<file path="config.mk">
export PLATFORM = sky130hd
export DESIGN_NAME = gated_noise_floor_estimator
export DESIGN_NICKNAME = d
export VERILOG_FILES = /design/src/hdl/gnfe_pkg.sv /design/src/hdl/gnfe_floor_div.sv /design/src/hdl/gnfe_core.sv /design/src/hdl/gated_noise_floor_estimator.sv
export SDC_FILE = /design/constraint.sdc
export NUM_CORES = 1
export LEC_CHECK = 0
export BUFFER_PORTS_ARGS = -buffer_cell sky130_fd_sc_hd__buf_2
export CELL_PAD_IN_SITES_DETAIL_PLACEMENT = 2
export CELL_PAD_IN_SITES_GLOBAL_PLACEMENT = 2
export CORE_MARGIN = 2
export CORE_UTILIZATION = 34
export CTS_BUF_LIST = sky130_fd_sc_hd__clkbuf_2 sky130_fd_sc_hd__clkbuf_4 sky130_fd_sc_hd__clkbuf_8
export CTS_CLUSTER_SIZE = 24
export DETAILED_ROUTE_END_ITERATION = 8
export MAX_ROUTING_LAYER = met4
export PLACE_DENSITY_LB_ADDON = 0.1
export SLEW_MARGIN = 20
export SYNTH_ARGS = -nofsm -noshare
export SYNTH_HDL_FRONTEND = slang
export SYNTH_SLANG_ARGS = --single-unit
</file>
<file path="constraint.sdc">
create_clock -name clk -period 5.8 [get_ports clk]
set_input_delay 0.87 -clock clk [delete_from_list [all_inputs] [get_ports clk]]
set_output_delay 0.87 -clock clk [all_outputs]
set_load 0.05 [all_outputs]
</file>
<file path="src/hdl/gnfe_pkg.sv">
// ----------------------------------------------------------------------------
// gnfe_pkg: shared types and constants of the noise floor estimator
// Request kinds, fixed widths, the acceptance margin and the floor clamp.
// ----------------------------------------------------------------------------
package gnfe_pkg;

    localparam int RSSI_W  = 9;
    localparam int FLOOR_W = 9;
    localparam int SUM_W   = 16;
    localparam int THR_W   = 8;
    localparam int CNT_OUT_W = 7;

    localparam logic signed [5:0]         SAMPLE_MARGIN = 6'sd14;
    localparam logic signed [FLOOR_W-1:0] FLOOR_MIN     = -9'sd120;

    typedef enum logic [1:0] {
        REQ_TICK    = 2'd0,
        REQ_TRIGGER = 2'd1,
        REQ_RESTART = 2'd2,
        REQ_RESET   = 2'd3
    } req_type_t;

    typedef struct packed {
        logic                        channel_busy;
        logic                        published;
        logic [CNT_OUT_W-1:0]        sample_count;
        logic signed [FLOOR_W-1:0]   floor_dbm;
    } result_t;

endpackage

</file>
<file path="src/hdl/gnfe_floor_div.sv">
// ----------------------------------------------------------------------------
// gnfe_floor_div: batch average to floor value
// Divides the signed sample sum by the batch size through a reciprocal
// multiply (truncated toward zero) and clamps the result at the floor minimum.
// ----------------------------------------------------------------------------
module gnfe_floor_div #(
    parameter int BATCH_SAMPLES = 64
) (
    input  logic signed [gnfe_pkg::SUM_W-1:0]   sum,
    output logic signed [gnfe_pkg::FLOOR_W-1:0] floor_value
);

    localparam int SW    = gnfe_pkg::SUM_W;
    localparam int SHIFT = SW + $clog2(BATCH_SAMPLES);
    localparam int MW    = SW + 1;
    localparam int PW    = SW + MW;
    localparam logic [MW-1:0] RECIP = MW'(((64'd1 << SHIFT) + 64'(BATCH_SAMPLES) - 64'd1)
                                          / 64'(BATCH_SAMPLES));

    logic                 neg;
    logic [SW-1:0]        mag;
    logic [PW-1:0]        prod;
    logic [PW-1:0]        prod_shr;
    logic [SW-1:0]        quot;
    logic signed [SW:0]   quot_s;

    always_comb
    begin
        neg      = sum[SW-1];
        mag      = neg ? SW'(-sum) : SW'(sum);
        prod     = PW'(mag) * PW'(RECIP);
        prod_shr = prod >> SHIFT;
        quot     = prod_shr[SW-1:0];
        quot_s   = neg ? -$signed({1'b0, quot}) : $signed({1'b0, quot});
        if (quot_s < (SW+1)'(gnfe_pkg::FLOOR_MIN))
        begin
            floor_value = gnfe_pkg::FLOOR_MIN;
        end
        else
        begin
            floor_value = quot_s[gnfe_pkg::FLOOR_W-1:0];
        end
    end

endmodule

</file>
<file path="src/hdl/gnfe_core.sv">
// ----------------------------------------------------------------------------
// gnfe_core: estimator state and per-request update
// Holds floor, batch count and sum; applies one request per accepted cycle
// and forms the result of that request.
// ----------------------------------------------------------------------------
module gnfe_core #(
    parameter int BATCH_SAMPLES = 64
) (
    input  logic                                 clk,
    input  logic                                 rst_n,
    input  logic                                 accept,
    input  gnfe_pkg::req_type_t                  req_type,
    input  logic signed [gnfe_pkg::RSSI_W-1:0]   rssi,
    input  logic                                 in_rx,
    input  logic                                 receiving,
    input  logic signed [gnfe_pkg::THR_W-1:0]    busy_threshold,
    output gnfe_pkg::result_t                    result
);

    localparam int CW = $clog2(BATCH_SAMPLES + 1);
    localparam int SW = gnfe_pkg::SUM_W;
    localparam int FW = gnfe_pkg::FLOOR_W;
    localparam logic [CW-1:0] BATCH_FULL = CW'(BATCH_SAMPLES);

    logic signed [FW-1:0] floor_reg, floor_next;
    logic [CW-1:0]        count_reg, count_next;
    logic signed [SW-1:0] sum_reg, sum_next;
    logic                 published;
    logic                 full;
    logic signed [SW:0]   sum_add;
    logic signed [SW-1:0] sum_sat;
    logic signed [10:0]   rssi_x;
    logic signed [FW-1:0] div_floor;

    gnfe_floor_div #(
        .BATCH_SAMPLES (BATCH_SAMPLES)
    ) u_div (
        .sum         (sum_reg),
        .floor_value (div_floor)
    );

    always_comb
    begin
        full    = (count_reg >= BATCH_FULL);
        rssi_x  = 11'(rssi);
        sum_add = (SW+1)'(sum_reg) + (SW+1)'(rssi);
        case (sum_add[SW:SW-1])
            2'b01:   sum_sat = {1'b0, {(SW-1){1'b1}}};
            2'b10:   sum_sat = {1'b1, {(SW-1){1'b0}}};
            default: sum_sat = sum_add[SW-1:0];
        endcase

        floor_next = floor_reg;
        count_next = count_reg;
        sum_next   = sum_reg;
        published  = 1'b0;
        case (req_type)
            gnfe_pkg::REQ_TICK:
            begin
                if (in_rx && !full)
                begin
                    if (!receiving && (rssi_x < 11'(floor_reg) + 11'(gnfe_pkg::SAMPLE_MARGIN)))
                    begin
                        sum_next   = sum_sat;
                        count_next = count_reg + CW'(1);
                    end
                end
                else if (full && (sum_reg != '0))
                begin
                    floor_next = div_floor;
                    sum_next   = '0;
                    published  = 1'b1;
                end
            end
            gnfe_pkg::REQ_TRIGGER:
            begin
                if (full)
                begin
                    count_next = '0;
                    sum_next   = '0;
                end
            end
            gnfe_pkg::REQ_RESTART:
            begin
                count_next = '0;
                sum_next   = '0;
            end
            default:
            begin
                floor_next = '0;
                count_next = '0;
                sum_next   = '0;
            end
        endcase

        result.floor_dbm    = floor_next;
        result.sample_count = gnfe_pkg::CNT_OUT_W'(count_next);
        result.published    = published;
        result.channel_busy = (busy_threshold != '0)
                              && (rssi_x > 11'(floor_next) + 11'(busy_threshold));
    end

    always_ff @(posedge clk or negedge rst_n)
    begin
        if (!rst_n)
        begin
            floor_reg <= '0;
            count_reg <= '0;
            sum_reg   <= '0;
        end
        else if (accept)
        begin
            floor_reg <= floor_next;
            count_reg <= count_next;
            sum_reg   <= sum_next;
        end
    end

    a_count_bounded: assert property (@(posedge clk) disable iff (!rst_n)
        count_reg <= BATCH_FULL)
        else $error("batch count above batch size");

    a_publish_full: assert property (@(posedge clk) disable iff (!rst_n)
        accept && published |-> full && (sum_reg != '0))
        else $error("floor published from a partial or empty batch");

    a_publish_clears: assert property (@(posedge clk) disable iff (!rst_n)
        accept && published |=> (sum_reg == '0) && (count_reg == $past(count_reg)))
        else $error("publish did not clear the sum");

    a_full_reset: assert property (@(posedge clk) disable iff (!rst_n)
        accept && (req_type == gnfe_pkg::REQ_RESET)
        |=> (floor_reg == '0) && (count_reg == '0) && (sum_reg == '0))
        else $error("full reset left state behind");

endmodule

</file>
<file path="src/hdl/gated_noise_floor_estimator.sv">
// ----------------------------------------------------------------------------
// gated_noise_floor_estimator: RSSI noise floor estimator
// Batch-averages quiet RSSI samples into a clamped floor and flags a busy
// channel against a configurable margin.
// ----------------------------------------------------------------------------
// Usage:
//   s_* carries one request per item: tuser holds the request kind (tick,
//   trigger, restart, reset), tdata holds RSSI and the receiver flags.
//   m_* returns exactly one result per request: floor, batch count, publish
//   flag and busy flag.
//   cfg_we/cfg_wdata write the busy threshold; write only while idle.
// Timing:
//   One request per cycle sustained while m_tready is high. State update and
//   result form as a request is taken, via one 16x17 reciprocal multiply
//   for the batch average; m_* shows the registered result in the cycle after.
// Reset and stall:
//   rst_n clears floor, count, sum, threshold and the output valid flag.
//   While m_tready is low a held result blocks s_tready only if the output
//   register is occupied; a result taken in the same cycle frees it for the
//   next request.
// ----------------------------------------------------------------------------
module gated_noise_floor_estimator #(
    parameter int BATCH_SAMPLES = 64
) (
    input  logic        clk,
    input  logic        rst_n,
    input  logic        s_tvalid,
    output logic        s_tready,
    input  logic [15:0] s_tdata,   // rssi[8:0], in_rx[9], receiving[10], zero[15:11]
    input  logic [1:0]  s_tuser,   // req_type[1:0]
    output logic        m_tvalid,
    input  logic        m_tready,
    output logic [23:0] m_tdata,   // floor_dbm[8:0], sample_count[15:9],
                                   // published[16], channel_busy[17], zero[23:18]
    input  logic        cfg_we,
    input  logic [7:0]  cfg_wdata
);

    logic                                    accept;
    logic                                    m_tvalid_reg;
    gnfe_pkg::result_t                       res_reg;
    gnfe_pkg::result_t                       res_next;
    logic signed [gnfe_pkg::THR_W-1:0]       threshold_reg;

    assign s_tready = !m_tvalid_reg || m_tready;
    assign accept   = s_tvalid && s_tready;
    assign m_tvalid = m_tvalid_reg;
    assign m_tdata  = {6'd0, res_reg};

    gnfe_core #(
        .BATCH_SAMPLES (BATCH_SAMPLES)
    ) u_core (
        .clk            (clk),
        .rst_n          (rst_n),
        .accept         (accept),
        .req_type       (gnfe_pkg::req_type_t'(s_tuser)),
        .rssi           ($signed(s_tdata[8:0])),
        .in_rx          (s_tdata[9]),
        .receiving      (s_tdata[10]),
        .busy_threshold (threshold_reg),
        .result         (res_next)
    );

    always_ff @(posedge clk or negedge rst_n)
    begin
        if (!rst_n)
        begin
            threshold_reg <= '0;
        end
        else if (cfg_we)
        begin
            threshold_reg <= $signed(cfg_wdata);
        end
    end

    always_ff @(posedge clk or negedge rst_n)
    begin
        if (!rst_n)
        begin
            m_tvalid_reg <= 1'b0;
        end
        else if (accept)
        begin
            m_tvalid_reg <= 1'b1;
        end
        else if (m_tready)
        begin
            m_tvalid_reg <= 1'b0;
        end
    end

    always_ff @(posedge clk)
    begin
        if (accept)
        begin
            res_reg <= res_next;
        end
    end

endmodule
</file>
==> results.cfg <==
[power]
finalPower_uw = 1117
power.density_mw_per_mm2 = 193.8
leakagePower_uw = 0.002469
ir_drop_mv = 0.08654

[cts]
cts_sinks = 59
h-tree-depth = 3
cts-root-buf = clkbuf_8
tritoncts = done
clock_path_buffers = 2
clk_latency_ns = 0.36
hold_buffers = 0
clk_pin_slew_ns = 0.08
numCtsBuffers = 9

[setup_path]
critPathKind = reg2reg
crit_fanout = 6
ff2ff_path_depth = 28
rr_endpoint = m_tdata[17]
slowest_stage = dfrtp_2
end_kind = register
critPathRequiredTime_ns = 5.90
crit_arrival_ns = 5.52
rrSetupSlack_ns = 0.38
critPathTopFamily = compound AO/OA/AOI/OAI gates
start_kind = register
max_stage_delay_ns = 0.44
critPathBufInv = 1
r2r_start = u_core.sum_reg[3]

[global_routing]
antenna_found_initial = 0
grt_pass1_wl_um = 23980
use_met2 = 0.3427
grt_usage = 0.1967
grt_max_degree = 42
gr-max-usage-layer = met2
grt_pass1_vias = 4644
grt.met3_usage = 0.03050
use_met1 = 0.2400
grt-ovfl-total = 0

[layout]
fillers = 1623
final_cell_mix = nand2_1 (55), ha_1 (50), buf_2 (44)
final_common_cell = nand2_1
antenna_cells = 0
area_delta_synth_final_pct = 16.58
fin_nets = 676
fin_area_mm2 = 0.005762
drive_gt1_frac = 0.2403
largest_register_ff_count = 18

[detailed_routing]
viasPerCell = 5.425
drt_iter0_drc = 145
detail-route-antenna-nets = 0
drcViolationCount = 0
routed-via-count = 4226
wire_per_inst_um = 18.49
routed_wl_um = 14400
first_pass_iters = 4

[synthesis]
synthTopCellsByArea = dfrtp_1 (21%), ha_1 (13%), edfxtp_1 (11%)
synth_cells = 534
synth_async_sr_flop_share = 0.6949
synth_seq_cells = 59
syn-cell-area_mm2 = 0.004942
synth-main-ff-cell = dfrtp_1
synth_edf_count = 18
synth_seq_area_share = 0.3170
yosys.area.top_type = dfrtp_1
synth_top_area_frac = 0.2076
avgSynthCellArea_um2 = 9.255
ys_types = 77
ys.warnings.count = 0

[placed_design]
io_buffers = 45
dpl.hpwl_um = 11170
gp_congestion = 0.8127
place_area_mm2 = 0.005349

[timing]
min_period_ns = 5.420
finalCritPeriodShare = 0.9344
hold_viol_final = 0
worstMarginPinSlew_ns = 0.6007
slew_violations = 0
fin_skew_ns = 0.01915
fin_tns_setup_ns = 0
hold-worst-slack_ns = 0.4898
finalSetupViolations = 0
relSlewSlack = 0.5958
max_freq_mhz = 184.5

[min_path]
min_path_type = in2async

[flow_run]
maxCapViolCount = 0

[run_status]
status = finished clean

[floorplanning]
die_area_mm2 = 0.01552
die_h_um = 124.6
ioPinCount = 57
die_w_um = 124.6
initial_utilization = 0.3440
core_mm2 = 0.01437
rows = 44
[Yosys cell counts, drive strengths merged, types with 2 or more instances]
master	instances
clkbuf	8
a32o	3
a31oi	6
o211ai	3
edfxtp	18
nand2	56
nand2b	12
fa	2
a21oi	25
a21o	9
o31ai	6
nor3b	3
or2	6
nor4b	2
dfrtp	41
o41ai	4
a22o	18
nor4	5
and4	2
nor3	19
mux2	11
nand3	12
nor2b	7
o21ai	42
o31a	2
and2	2
a22oi	2
o21a	11
a2111oi	2
xor2	16
ha	53
xnor2	19
buf	17
nand4	6
and3	2
or3	2
mux2i	10
inv	26
nor2	31
[stage by stage]
stage	worst slack, ns	utilization	instances
after floorplan	0.3986	-	539
after global placement	0.1084	0.3723	753
after detailed placement	-0.1190	0.3723	753
after CTS	0.02525	0.3880	772
after global routing	-0.03694	0.4010	779
final	0.3804	0.4010	779
[cells by family (layout without fill, tap and decap cells)]
logic type               count (synthesis)  after routing  share of synthesized area
AND/OR/NAND/NOR                        168            168                     0.1785
AO/OA/AOI/OAI                          143            143                     0.2041
flip-flops                              59             59                     0.3170
adder cells (fa/ha/maj)                 55             55                     0.1423
buffers and inverters                   52            108                    0.05012
XOR/XNOR                                35             35                    0.06202
multiplexers                            21             21                    0.04532
other                                    1              6                  0.0007588
[where the power goes]
group / internal (µW) / switching (µW) / total [µW] / leakage (µW)
combinational: 95.4 / 167 / 263 / 0.00165
sequential: 448 / 18.5 / 466 / 0.000725
clock: 197 / 191 / 388 / 0.0000950
[worst reg2reg max path, delay by kind of cell (launching register included)]
family	cells	cell delay, ns
DFF	1	0.44
adders and majority gates	3	0.75
muxes	1	0.29
and+or+nand+nor	9	1.42
buffers and inverters	1	0.11
AOI/OAI and AO/OA	12	1.85
xor gates and xnor gates	2	0.32
[routing by layer]
metal  up-vias  wire (µm)
li1       2041          -
met1      2119       6412
met2        46       7504
met3        20        311
met4         0        172
met5         -          0
[area by class of cell]
type | count | area [µm²] | area share
tap | 184 | 230.2 | 0.03996
clock inverter | 7 | 68.82 | 0.01194
multi-input combinational | 428 | 3283 | 0.5698
inverter | 26 | 97.59 | 0.01694
sequential | 59 | 1569 | 0.2723
clock buffer | 9 | 123.9 | 0.02150
timing repair buffer | 66 | 389.1 | 0.06754
[how the worst max path moves through the flow]
stage	from	end	slack [ns]	cells after the start
floorplan	u_core.sum_reg[5]	m_tdata[17]	0.40	28
global placement	u_core.sum_reg[4]	m_tdata[17]	0.11	28
detailed placement	u_core.sum_reg[5]	m_tdata[17]	-0.12	29
CTS	u_core.sum_reg[5]	m_tdata[17]	0.03	28
global route	u_core.sum_reg[3]	m_tdata[17]	-0.04	28
finish	u_core.sum_reg[3]	m_tdata[17]	0.38	28
[what timing repair did]
item / in CTS / in global routing
setup endpoints to repair: 1 / 1
setup buffers: 3 / 8
resized for setup: 3 / 34
pin swaps: 3 / 22
Power figures use the tool's default switching activity.
